--- config.mk ---
export PLATFORM = sky130hd
export DESIGN_NAME = hex_shell_connectivity_gen
export DESIGN_NICKNAME = d
export VERILOG_FILES = /design/src/design/hsc_pkg.sv /design/src/design/hex_shell_connectivity_gen.sv
export SDC_FILE = /design/constraint.sdc
export NUM_CORES = 2
export LEC_CHECK = 0
export BUFFER_PORTS_ARGS = -buffer_cell sky130_fd_sc_hd__buf_4
export CAP_MARGIN = 20
export CORE_ASPECT_RATIO = 0.9
export CORE_MARGIN = 8
export CORE_UTILIZATION = 50
export CTS_BUF_LIST = sky130_fd_sc_hd__clkbuf_4 sky130_fd_sc_hd__clkbuf_8 sky130_fd_sc_hd__clkbuf_16
export CTS_CLUSTER_DIAMETER = 60
export DETAILED_ROUTE_END_ITERATION = 12
export HOLD_SLACK_MARGIN = 0.15
export PLACE_DENSITY = 0.74
export REMOVE_ABC_BUFFERS = 1
export SKIP_CTS_REPAIR_TIMING = 1
export SLEW_MARGIN = 5
export SYNTH_ARGS = -nofsm -noshare
export SYNTH_HDL_FRONTEND = slang
export SYNTH_SLANG_ARGS = --single-unit
--- constraint.sdc ---
create_clock -name clk -period 7.77 [get_ports clk]
set_input_delay 0.3885 -clock clk [delete_from_list [all_inputs] [get_ports clk]]
set_output_delay 0.3885 -clock clk [all_outputs]
set_load 0.05 [all_outputs]
--- src/design/hsc_pkg.sv ---
// Package for the structured hex mesh connectivity generator.
// Holds the transaction payload structs, block kind and register index codes,
// and sizing constants. No dependencies.
`timescale 1ns / 1ps

package hsc_pkg;

	// Largest interval count along any axis that the generator accepts.
	localparam int MAX_INTERVALS = 1024;

	// Field widths.
	localparam int KIND_W  = 3;
	localparam int IDX_W   = 10;
	localparam int CFG_W   = 11;
	localparam int NODE_W  = 31;
	localparam int COUNT_W = 4;
	localparam int CIDX_W  = 3;

	// Block kind codes; code 7 is unused and yields an invalid result.
	typedef enum logic [KIND_W-1:0] {
		KIND_HEX   = 3'd0,
		KIND_MIN_X = 3'd1,
		KIND_MAX_X = 3'd2,
		KIND_MIN_Y = 3'd3,
		KIND_MAX_Y = 3'd4,
		KIND_MIN_Z = 3'd5,
		KIND_MAX_Z = 3'd6
	} block_kind_t;

	// Configuration register indexes.
	typedef enum logic [CIDX_W-1:0] {
		CFG_NUM_X       = 3'd0,
		CFG_NUM_Y       = 3'd1,
		CFG_NUM_Z       = 3'd2,
		CFG_SLAB_START  = 3'd3,
		CFG_SLAB_LAYERS = 3'd4,
		CFG_OWNS_BOTTOM = 3'd5,
		CFG_OWNS_TOP    = 3'd6
	} cfg_reg_t;

	// Corner counts.
	localparam logic [COUNT_W-1:0] HEX_CORNERS   = 4'd8;
	localparam logic [COUNT_W-1:0] SHELL_CORNERS = 4'd4;

	// Input transaction payload.
	typedef struct packed {
		logic [KIND_W-1:0] block_kind;
		logic [IDX_W-1:0]  col;
		logic [IDX_W-1:0]  row;
		logic [IDX_W-1:0]  layer;
	} item_t;

	// Result transaction payload.
	typedef struct packed {
		logic [NODE_W-1:0]  node_a;
		logic [NODE_W-1:0]  node_b;
		logic [NODE_W-1:0]  node_c;
		logic [NODE_W-1:0]  node_d;
		logic [NODE_W-1:0]  node_e;
		logic [NODE_W-1:0]  node_f;
		logic [NODE_W-1:0]  node_g;
		logic [NODE_W-1:0]  node_h;
		logic [COUNT_W-1:0] corner_count;
		logic               valid_res;
	} result_t;

endpackage

--- src/design/hex_shell_connectivity_gen.sv ---
// Top level of the structured hex mesh connectivity generator.
// Depends on hsc_pkg for payload structs, kind codes and register indexes.
//
//   Channel   Direction  Handshake                     Payload
//   item      in         item_valid / item_stall       item_t
//   result    out        result_valid / result_stall   result_t
//   cfg       in         cfg_we (write only)           cfg_index, cfg_data
//
// One transaction is accepted per cycle while item_stall is low; each result
// passes through the input register, multiply stage, and add and select stage.
// Per-stage enables let empty stages fill while the result register is stalled.
// Reset clears all stage valid bits and restores the register defaults.
// Derived geometry registers are registered from the configuration registers.
`timescale 1ns / 1ps

module hex_shell_connectivity_gen import hsc_pkg::*; (
	input  logic               clk,
	input  logic               arst_n,
	input  logic               item_valid,
	output logic               item_stall,
	input  item_t              item,
	output logic               result_valid,
	input  logic               result_stall,
	output result_t            result,
	input  logic               cfg_we,
	input  logic [CIDX_W-1:0]  cfg_index,
	input  logic [CFG_W-1:0]   cfg_data
);

	// Configuration registers.
	logic [CFG_W-1:0] num_x_q;
	logic [CFG_W-1:0] num_y_q;
	logic [CFG_W-1:0] num_z_q;
	logic [IDX_W-1:0] slab_start_q;
	logic [CFG_W-1:0] slab_layers_q;
	logic             owns_bottom_q;
	logic             owns_top_q;

	// Derived geometry registers.
	logic [11:0]       rowlen_q;
	logic [12:0]       rowlen1_q;
	logic [23:0]       plane_q;
	logic [24:0]       plane1_q;
	logic [24:0]       plane_row_q;
	logic [24:0]       plane_row1_q;
	logic [23:0]       side_off_q;
	logic [NODE_W-1:0] top_off_q;

	// Pipeline registers.
	logic              v_s1, v_s2, v_s3;
	block_kind_t       kind_s1, kind_s2;
	logic [IDX_W-1:0]  col_s1, col_s2;
	logic [IDX_W-1:0]  row_s1;
	logic [IDX_W-1:0]  layer_s1;
	logic [NODE_W-1:0] lay_off_s2;
	logic [21:0]       row_off_s2;
	logic              ok_s2;
	result_t           result_s3;

	// Stage enables.
	logic en_s1, en_s2, en_s3;

	// Stage 1 logic.
	logic             col_ok, row_ok, lay_ok, cfg_bad, top_ok, ok_d;
	logic [NODE_W-1:0] lay_off_d;
	logic [21:0]       row_off_d;

	// Stage 2 logic.
	logic [NODE_W-1:0] off_sel, mid_sel, col_term, base;
	logic [NODE_W-1:0] s_0, s_1, s_r, s_r1, s_p, s_p1, s_pr, s_pr1;
	result_t           result_d;

	// Configuration writes.
	always_ff @(posedge clk or negedge arst_n) begin
		if (!arst_n) begin
			num_x_q       <= CFG_W'(1);
			num_y_q       <= CFG_W'(1);
			num_z_q       <= CFG_W'(1);
			slab_start_q  <= '0;
			slab_layers_q <= CFG_W'(1);
			owns_bottom_q <= 1'b1;
			owns_top_q    <= 1'b1;
		end else if (cfg_we) begin
			unique case (cfg_index)
				CFG_NUM_X:       num_x_q       <= cfg_data;
				CFG_NUM_Y:       num_y_q       <= cfg_data;
				CFG_NUM_Z:       num_z_q       <= cfg_data;
				CFG_SLAB_START:  slab_start_q  <= cfg_data[IDX_W-1:0];
				CFG_SLAB_LAYERS: slab_layers_q <= cfg_data;
				CFG_OWNS_BOTTOM: owns_bottom_q <= cfg_data[0];
				CFG_OWNS_TOP:    owns_top_q    <= cfg_data[0];
				default: ;
			endcase
		end
	end

	// Derived geometry: row length and plane size first, then their sums and
	// the offset of the top plane in the cycle after.
	always_ff @(posedge clk or negedge arst_n) begin
		if (!arst_n) begin
			rowlen_q     <= 12'd2;
			plane_q      <= 24'd4;
			rowlen1_q    <= 13'd3;
			plane1_q     <= 25'd5;
			plane_row_q  <= 25'd6;
			plane_row1_q <= 25'd7;
			side_off_q   <= 24'd2;
			top_off_q    <= NODE_W'(4);
		end else begin
			rowlen_q     <= 12'(num_x_q) + 12'd1;
			plane_q      <= (12'(num_x_q) + 12'd1) * (12'(num_y_q) + 12'd1);
			rowlen1_q    <= 13'(rowlen_q) + 13'd1;
			plane1_q     <= 25'(plane_q) + 25'd1;
			plane_row_q  <= 25'(plane_q) + 25'(rowlen_q);
			plane_row1_q <= 25'(plane_q) + 25'(rowlen_q) + 25'd1;
			side_off_q   <= plane_q - 24'(rowlen_q);
			top_off_q    <= NODE_W'(35'(plane_q) * 35'(num_z_q - CFG_W'(slab_start_q)));
		end
	end

	// Handshake: a stage loads when it is empty or its successor loads.
	assign en_s3      = !v_s3 || !result_stall;
	assign en_s2      = !v_s2 || en_s3;
	assign en_s1      = !v_s1 || en_s2;
	assign item_stall = !en_s1;

	always_ff @(posedge clk or negedge arst_n) begin
		if (!arst_n) begin
			v_s1 <= 1'b0;
			v_s2 <= 1'b0;
			v_s3 <= 1'b0;
		end else begin
			if (en_s1) v_s1 <= item_valid;
			if (en_s2) v_s2 <= v_s1;
			if (en_s3) v_s3 <= v_s2;
		end
	end

	// Stage 1: input register.
	always_ff @(posedge clk) begin
		if (en_s1) begin
			kind_s1  <= block_kind_t'(item.block_kind);
			col_s1   <= item.col;
			row_s1   <= item.row;
			layer_s1 <= item.layer;
		end
	end

	// Range and ownership checks for the indices each kind uses.
	assign col_ok  = CFG_W'(col_s1) < num_x_q;
	assign row_ok  = CFG_W'(row_s1) < num_y_q;
	assign lay_ok  = CFG_W'(layer_s1) < slab_layers_q;
	assign top_ok  = owns_top_q && (CFG_W'(slab_start_q) <= num_z_q);
	assign cfg_bad = (num_x_q > CFG_W'(MAX_INTERVALS)) || (num_y_q > CFG_W'(MAX_INTERVALS)) ||
		(num_z_q > CFG_W'(MAX_INTERVALS)) || (slab_layers_q > CFG_W'(MAX_INTERVALS));

	always_comb begin
		case (kind_s1)
			KIND_HEX:   ok_d = col_ok && row_ok && lay_ok;
			KIND_MIN_X,
			KIND_MAX_X: ok_d = row_ok && lay_ok;
			KIND_MIN_Y,
			KIND_MAX_Y: ok_d = col_ok && lay_ok;
			KIND_MIN_Z: ok_d = col_ok && row_ok && owns_bottom_q;
			KIND_MAX_Z: ok_d = col_ok && row_ok && top_ok;
			default:    ok_d = 1'b0;
		endcase
		ok_d = ok_d && !cfg_bad;
	end

	// Layer and row offsets; ids wrap modulo 2^31.
	assign lay_off_d = NODE_W'(34'(layer_s1) * 34'(plane_q));
	assign row_off_d = 22'(row_s1) * 22'(rowlen_q);

	// Stage 2: product register.
	always_ff @(posedge clk) begin
		if (en_s2) begin
			kind_s2    <= kind_s1;
			col_s2     <= col_s1;
			lay_off_s2 <= lay_off_d;
			row_off_s2 <= row_off_d;
			ok_s2      <= ok_d;
		end
	end

	// Base node of the element: plane offset, row offset and column term.
	always_comb begin
		case (kind_s2)
			KIND_MIN_Z: off_sel = '0;
			KIND_MAX_Z: off_sel = top_off_q;
			default:    off_sel = lay_off_s2;
		endcase
		case (kind_s2)
			KIND_MIN_Y: mid_sel = '0;
			KIND_MAX_Y: mid_sel = NODE_W'(side_off_q);
			default:    mid_sel = NODE_W'(row_off_s2);
		endcase
		case (kind_s2)
			KIND_MIN_X: col_term = NODE_W'(1);
			KIND_MAX_X: col_term = NODE_W'(rowlen_q);
			default:    col_term = NODE_W'(col_s2) + NODE_W'(1);
		endcase
	end

	assign base = off_sel + mid_sel + col_term;

	// The eight candidate corners around the base node.
	assign s_0   = base;
	assign s_1   = base + NODE_W'(1);
	assign s_r   = base + NODE_W'(rowlen_q);
	assign s_r1  = base + NODE_W'(rowlen1_q);
	assign s_p   = base + NODE_W'(plane_q);
	assign s_p1  = base + NODE_W'(plane1_q);
	assign s_pr  = base + NODE_W'(plane_row_q);
	assign s_pr1 = base + NODE_W'(plane_row1_q);

	// Corner order per face; an invalid result is all zero.
	always_comb begin
		result_d = '0;
		if (ok_s2) begin
			result_d.valid_res    = 1'b1;
			result_d.corner_count = SHELL_CORNERS;
			result_d.node_a       = s_0;
			case (kind_s2)
				KIND_HEX: begin
					result_d.corner_count = HEX_CORNERS;
					result_d.node_b = s_1;
					result_d.node_c = s_r1;
					result_d.node_d = s_r;
					result_d.node_e = s_p;
					result_d.node_f = s_p1;
					result_d.node_g = s_pr1;
					result_d.node_h = s_pr;
				end
				KIND_MIN_X: begin
					result_d.node_b = s_p;
					result_d.node_c = s_pr;
					result_d.node_d = s_r;
				end
				KIND_MAX_X: begin
					result_d.node_b = s_r;
					result_d.node_c = s_pr;
					result_d.node_d = s_p;
				end
				KIND_MIN_Y: begin
					result_d.node_b = s_1;
					result_d.node_c = s_p1;
					result_d.node_d = s_p;
				end
				KIND_MAX_Y: begin
					result_d.node_b = s_p;
					result_d.node_c = s_p1;
					result_d.node_d = s_1;
				end
				KIND_MIN_Z: begin
					result_d.node_b = s_r;
					result_d.node_c = s_r1;
					result_d.node_d = s_1;
				end
				default: begin
					result_d.node_b = s_1;
					result_d.node_c = s_r1;
					result_d.node_d = s_r;
				end
			endcase
		end
	end

	// Stage 3: result register.
	always_ff @(posedge clk) begin
		if (en_s3) begin
			result_s3 <= result_d;
		end
	end

	assign result_valid = v_s3;
	assign result       = result_s3;

endmodule
* Word-level counts from Yosys, hierarchy flattened
Index checks and enable logic that the tools add are counted.
Storage, ports and cells: register bits 591, bits in latches 0, bits in writable memories 0, memory bits (read-only) 0, input port bits 52, output and inout port bits 255, logic and storage cells 126, memories kept 0
Cells by class: $add $sub $neg 19, multipliers 4, div/mod/pow operators 0, order comparisons 8, equality and inequality tests 18, shift operators 0, mux-type cells 7, bitwise logic cells 0, reductions and logical operators 33
Operator list (number):
- $pmux 93 s5 | 1
- $add 31x25->31 | 3
- $add 31x12->31 | 2
- $pmux 31 s2 | 1
- $pmux 24 s2 | 1
- $gt 11x11->1 const B | 4
- $add 11x1->12 const B | 3
- $lt 10x11->1 | 3
- $add 31x1->31 const B | 1
- $add 31x13->31 | 1
- $add 31x24->31 | 1
- $add 31x31->31 | 1
- $mul 10x24->31 | 1
- $mul 25x12->31 | 1
- $eq 3x3->1 const B | 9
- $add 24x1->25 const B | 1
- $add 24x12->25 | 1
- $add 25x1->25 const B | 1
- $mul 12x12->24 | 1
- $pmux 12 s2 | 1
- $sub 24x12->24 | 1
- $mul 10x12->22 | 1
- $eq 3x2->1 const B | 6
- $reduce_and 2->1 | 8
- 13 further kinds | 35

* Depth between registers and ports, before layout
depth in word-level cells 6, mapped depth 34, depth with buffers taken out 33

* Least setup slack after synthesis
OpenSTA, ideal clock, no wires.
kind register to register, start register kind_s2[0], end register result_s3 (netlist bit result[219]), data pin, setup time 272 ps, arrival time 7330 ps, data required time 7498 ps, path slack 169 ps, stages on the path, launching flop included 29, buffers on the path 5, clock period less this slack 7601 ps, path through edfxtp_1 -> clkbuf_1 -> buf_1 -> nor3_1 -> a21oi_1 -> clkbuf_1 -> buf_1 -> a22oi_1 -> fa_1 -> inv_1 -> ha_1 -> buf_2 -> and4_1 -> and3_1 -> a21bo_2 -> or3_1 -> nand2_1 -> clkinv_1 -> ha_1 -> a21o_1 -> or3_1 -> a211oi_1 -> o31ai_1 -> a311o_1 -> a21o_1 -> o211ai_1 -> o221ai_1 -> a32o_1 -> or4_1
On the way: cells in the longest elaborated chain, start to end 6, elaborated cells between the ends (all ways) 15, those cells by class 5 x add/sub; 6 x eq/ne; 4 x mux
RTL lines:
- start: declaration | line hex_shell_connectivity_gen.sv:51 | block_kind_t kind_s1, kind_s2;
- start signal: assignment | line hex_shell_connectivity_gen.sv:178 | kind_s2 <= kind_s1;
- $eq 3x3->1 (tied with other cells) | line hex_shell_connectivity_gen.sv:188 | case (kind_s2)
- $pmux 31 s2 / $pmux 24 s2 (equally long branches) | line hex_shell_connectivity_gen.sv:188, hex_shell_connectivity_gen.sv:193
- $add 31x31->31 | line hex_shell_connectivity_gen.sv:205 | assign base = off_sel + mid_sel + col_term;
- $add 31x12->31 (*) | line hex_shell_connectivity_gen.sv:205
- named net base[12] | line hex_shell_connectivity_gen.sv:69 | logic [NODE_W-1:0] off_sel, mid_sel, col_term, base;
- $add 31x1->31 (tied with other cells) | line hex_shell_connectivity_gen.sv:209 | assign s_1 = base + NODE_W'(1);
- $pmux 93 s5 (*) | line hex_shell_connectivity_gen.sv:224 | case (kind_s2)
- end signal: assignment | line hex_shell_connectivity_gen.sv:272 | result_s3 <= result_d;
- end: declaration | line hex_shell_connectivity_gen.sv:58 | result_t result_s3;
The timed path passes the listed nets; every way through them passes the cells marked *. A chain may end at the register's enable or synchronous reset.

* Final worst setup path
start register num_z_q[0], end register top_off_q[27]
On the way: cells in the longest elaborated chain, start to end 2
RTL lines:
- start: declaration | line hex_shell_connectivity_gen.sv:33 | logic [CFG_W-1:0] num_z_q;
- start signal: assignment | line hex_shell_connectivity_gen.sv:87 | CFG_NUM_Z: num_z_q <= cfg_data;
- $sub 11x10->12 | line hex_shell_connectivity_gen.sv:117 | top_off_q <= NODE_W'(35'(plane_q) * 35'(num_z_q - CFG_W'(slab_start_q)));
- $mul 25x12->31 | line hex_shell_connectivity_gen.sv:117
- end signal: assignment | line hex_shell_connectivity_gen.sv:117
- end: declaration | line hex_shell_connectivity_gen.sv:47 | logic [NODE_W-1:0] top_off_q;
Every way passes these cells.

==> summary.md <==
| Metric | Value |
|---|---|
| CP Max Fanout | `15` |
| Most frequent cells in the layout | `777 x inv_1, 758 x nand2_1, 586 x fa_1` |
| Fraction of layout cells with a size suffix above 1 | `11.9%` |
| CTS sink cnt | `588` |
| Final Cycle Share | `95.1%` |
| Final WL | `184,000 um` |
| Status | `complete, no violations` |
| Syn. warnings | `0` |
| Worst Setup End Kind | `flip-flop` |
| Count of final setup violators | `0` |
| Critical path arrival | `7.99 ns` |
| Slew Limit Fails | `0` |
| Initial antenna violation count | `6` |
| EDFF count, synth | `351` |
| Max Cap Viol | `0` |
| Unrepaired setup endpoints after global routing | `no` |
| Footprint of the multi-input gates | `0.0389 sq mm` |
| Die area | `0.130 sq mm` |
| Slew Limit Headroom | `16.2%` |
| Filler cells | `9,926` |
| Clk buf depth | `3` |
| Gp weighted congestion | `0.972` |
| Syn Area/Cell | `9.39 sq um` |
| Area delta synth->final | `14.4%` |
| Worst EP required | `8.37 ns` |
| DR vias | `48,900` |
| Die X | `379 um` |
| Ports | `307` |
| CTS clk-pin slew, worst paths | `0.06 ns` |
| First-pass GRT wire length | `282,000 um` |
| DRC Markers | `0` |
| Via/cell ratio | `5.87` |
| Clk_skew | `0.0355 ns` |
| Mapped cell area | `0.0592 sq mm` |
| Initial Util | `50.5%` |
| CTS tree | `yes` |
| Final layout net count | `7,808` |
| Sequential-to-total area share from yosys stat | `27.9%` |
| Max Clk Rate | `135 MHz` |
| Most used cell, CP | `fa_1` |
| Core Area | `0.117 sq mm` |
| Final Hold Viols | `0` |
| Startpoint Class | `flip-flop` |
| Tightest Pin Transition | `1.25 ns` |
| CTS HTree Levels | `3` |
| Latest clock arrival within the worst-skew pair | `0.69 ns` |
| Register area | `0.0165 sq mm` |
| Synthesized instance count | `6,305` |
| Tot GR Track Use | `27.8%` |
| Post-synth cell types | `94` |
| Detailed router's first-iteration violation count | `4,281` |
| DP HPWL | `143,000 um` |
| Antenna viol nets, final | `0` |
| Asr flop ratio synth | `40.3%` |
| Average wire per standard cell | `22.1 um` |
| Crit path kind | `reg -> reg` |
| Gr ovfl total | `0` |
| Minimum clock period | `7.39 ns` |
| Critical path's largest stage delay | `0.62 ns` |
| CTS Root Cell | `clkbuf_16` |
| Vias in the first global route | `49,300` |
| Ys flop type | `edfxtp_1` |
| Die height | `342 um` |
| Commonest non-fill, non-tap cell in the layout | `inv_1` |
| Pin count of the biggest net entering global routing | `160` |
| Site row count | `119` |
| Worst Hold Class | `in -> reg` |
| Drt pass-1 iters | `6` |
| Slowest stage cell, crit path | `or4b_2` |
| Clock buffer count from CTS | `77` |
| Finished Core Util | `57.8%` |
| Synthesis-stage register bit count | `588` |
| I/O Buffers | `304` |
==> kinds of logic after synthesis <==
| family | count (synthesis) | share of synthesized area (%) |
|---|---|---|
| AND/OR/NAND/NOR | 2089 | 16.7 |
| adder cells (fa/ha/maj) | 1063 | 29.9 |
| buffers and inverters | 1058 | 6.76 |
| AO/OA/AOI/OAI | 1041 | 11.7 |
| flip-flops | 588 | 27.9 |
| XOR/XNOR | 407 | 6.07 |
| multiplexers | 58 | 1.05 |
| other | 1 | 0.00633 |
==> worst max-delay path: cells and delay by family, from the launching register on <==
kind / cells / cell delay, ns
compound gates: 7 / 1.25
xor+xnor: 1 / 0.12
fa+ha+maj: 8 / 3.36
buf+inv: 10 / 1.08
flops: 1 / 0.37
simple gates: 5 / 1.12
==> flip-flops by register name (all words and copies together), names as in the netlist, 12 cells and up <==
name	flops
result	251
lay_off_s2	31
top_off_q	31
plane1_q	25
plane_row1_q	25
plane_q	24
plane_row_q	24
side_off_q	24
row_off_s2	22
rowlen1_q	13
rowlen_q	12
==> synth_stat cells (18+ instances only) <==
library cell  count  share of area, %
a211oi_1         63              0.80
a21boi_0         20              0.25
a21o_1           95               1.2
a21oi_1         258               2.2
a22o_1           28              0.41
a22oi_1          46              0.58
and2_1          277               2.9
and3_1           58              0.61
buf_1            20              0.13
clkbuf_1        245               1.6
dfrtp_1         218               9.2
dfstp_2          19              0.84
edfxtp_1        351                18
fa_1            586                20
ha_1            477                10
inv_1           779               4.9
mux2_2           32              0.61
mux2i_1          26              0.44
nand2_1         761               4.8
nand2b_1         70              0.74
nand3_1         127               1.1
nand4_1          40              0.42
nor2_1          470               3.0
nor2b_1          40              0.42
nor3_1           99              0.84
nor4_1           24              0.25
o211ai_1         44              0.56
o21a_1           45              0.57
o21ai_0         193               1.6
o21bai_1         20              0.25
o22ai_1          35              0.37
o31ai_1          18              0.23
or2_2            19              0.20
or3_1            43              0.45
xnor2_1         279               4.1
xor2_1          125               1.8
==> through the flow <==
| stage | cells | setup slack, ns | instance area (sq um) | setup TNS (ns) | hold WS, ns |
|---|---|---|---|---|---|
| 6_report | 8332 | 0.381 | 67700 | 0 | 0.157 |
| 2_1_floorplan | 6032 | -2.61 | 58200 | -275.06 | 0.0929 |
| 3_5_place_dp | 8130 | -0.182 | 64200 | -0.256 | 0.450 |
| 3_3_place_gp | 8129 | -0.119 | 64200 | -0.119 | 0.443 |
| 4_1_cts | 8273 | -0.272 | 67000 | -0.474 | -0.235 |
| 5_1_grt | 8331 | 0.00125 | 67700 | 0 | 0.154 |
==> layer usage <==
metal	up-vias	share of wire [%]	track usage [%]	wire, um
met5	-	0.0071	0	13
li1	21900	-	-	-
met3	517	8.8	4.66	16300
met2	2356	46	45.0	84200
met4	2	5.0	12.4	9270
met1	24200	40	36.6	74000
==> final cells by class <==
cell class	instances	share of cell area (%)
multi-input combinational	4660	57.5
sequential	588	24.4
timing repair buffer	582	6.77
inverter	784	4.35
clock buffer	95	3.20
tap	1573	2.91
clock inverter	48	0.920
antenna	2	0.00739
==> worst paths after layout <==
kind / depth (start not counted) / slack, ns / to / start
min in group asynchronous: 2 / 0.39 / plane_row1_q[23] / arst_n
setup reg to reg: 31 / 0.38 / top_off_q[27] / num_z_q[0]
hold / removal: 3 / 0.16 / v_s2 / result_stall
setup / recovery: 31 / 0.38 / top_off_q[27] / num_z_q[0]
hold reg to reg: 1 / 0.46 / v_s2 / v_s1
max in group asynchronous: 3 / 5.97 / plane_q[17] / arst_n
Power is not shown: default switching activity piles up to over one toggle a cycle in this logic, so the estimate is an artifact.
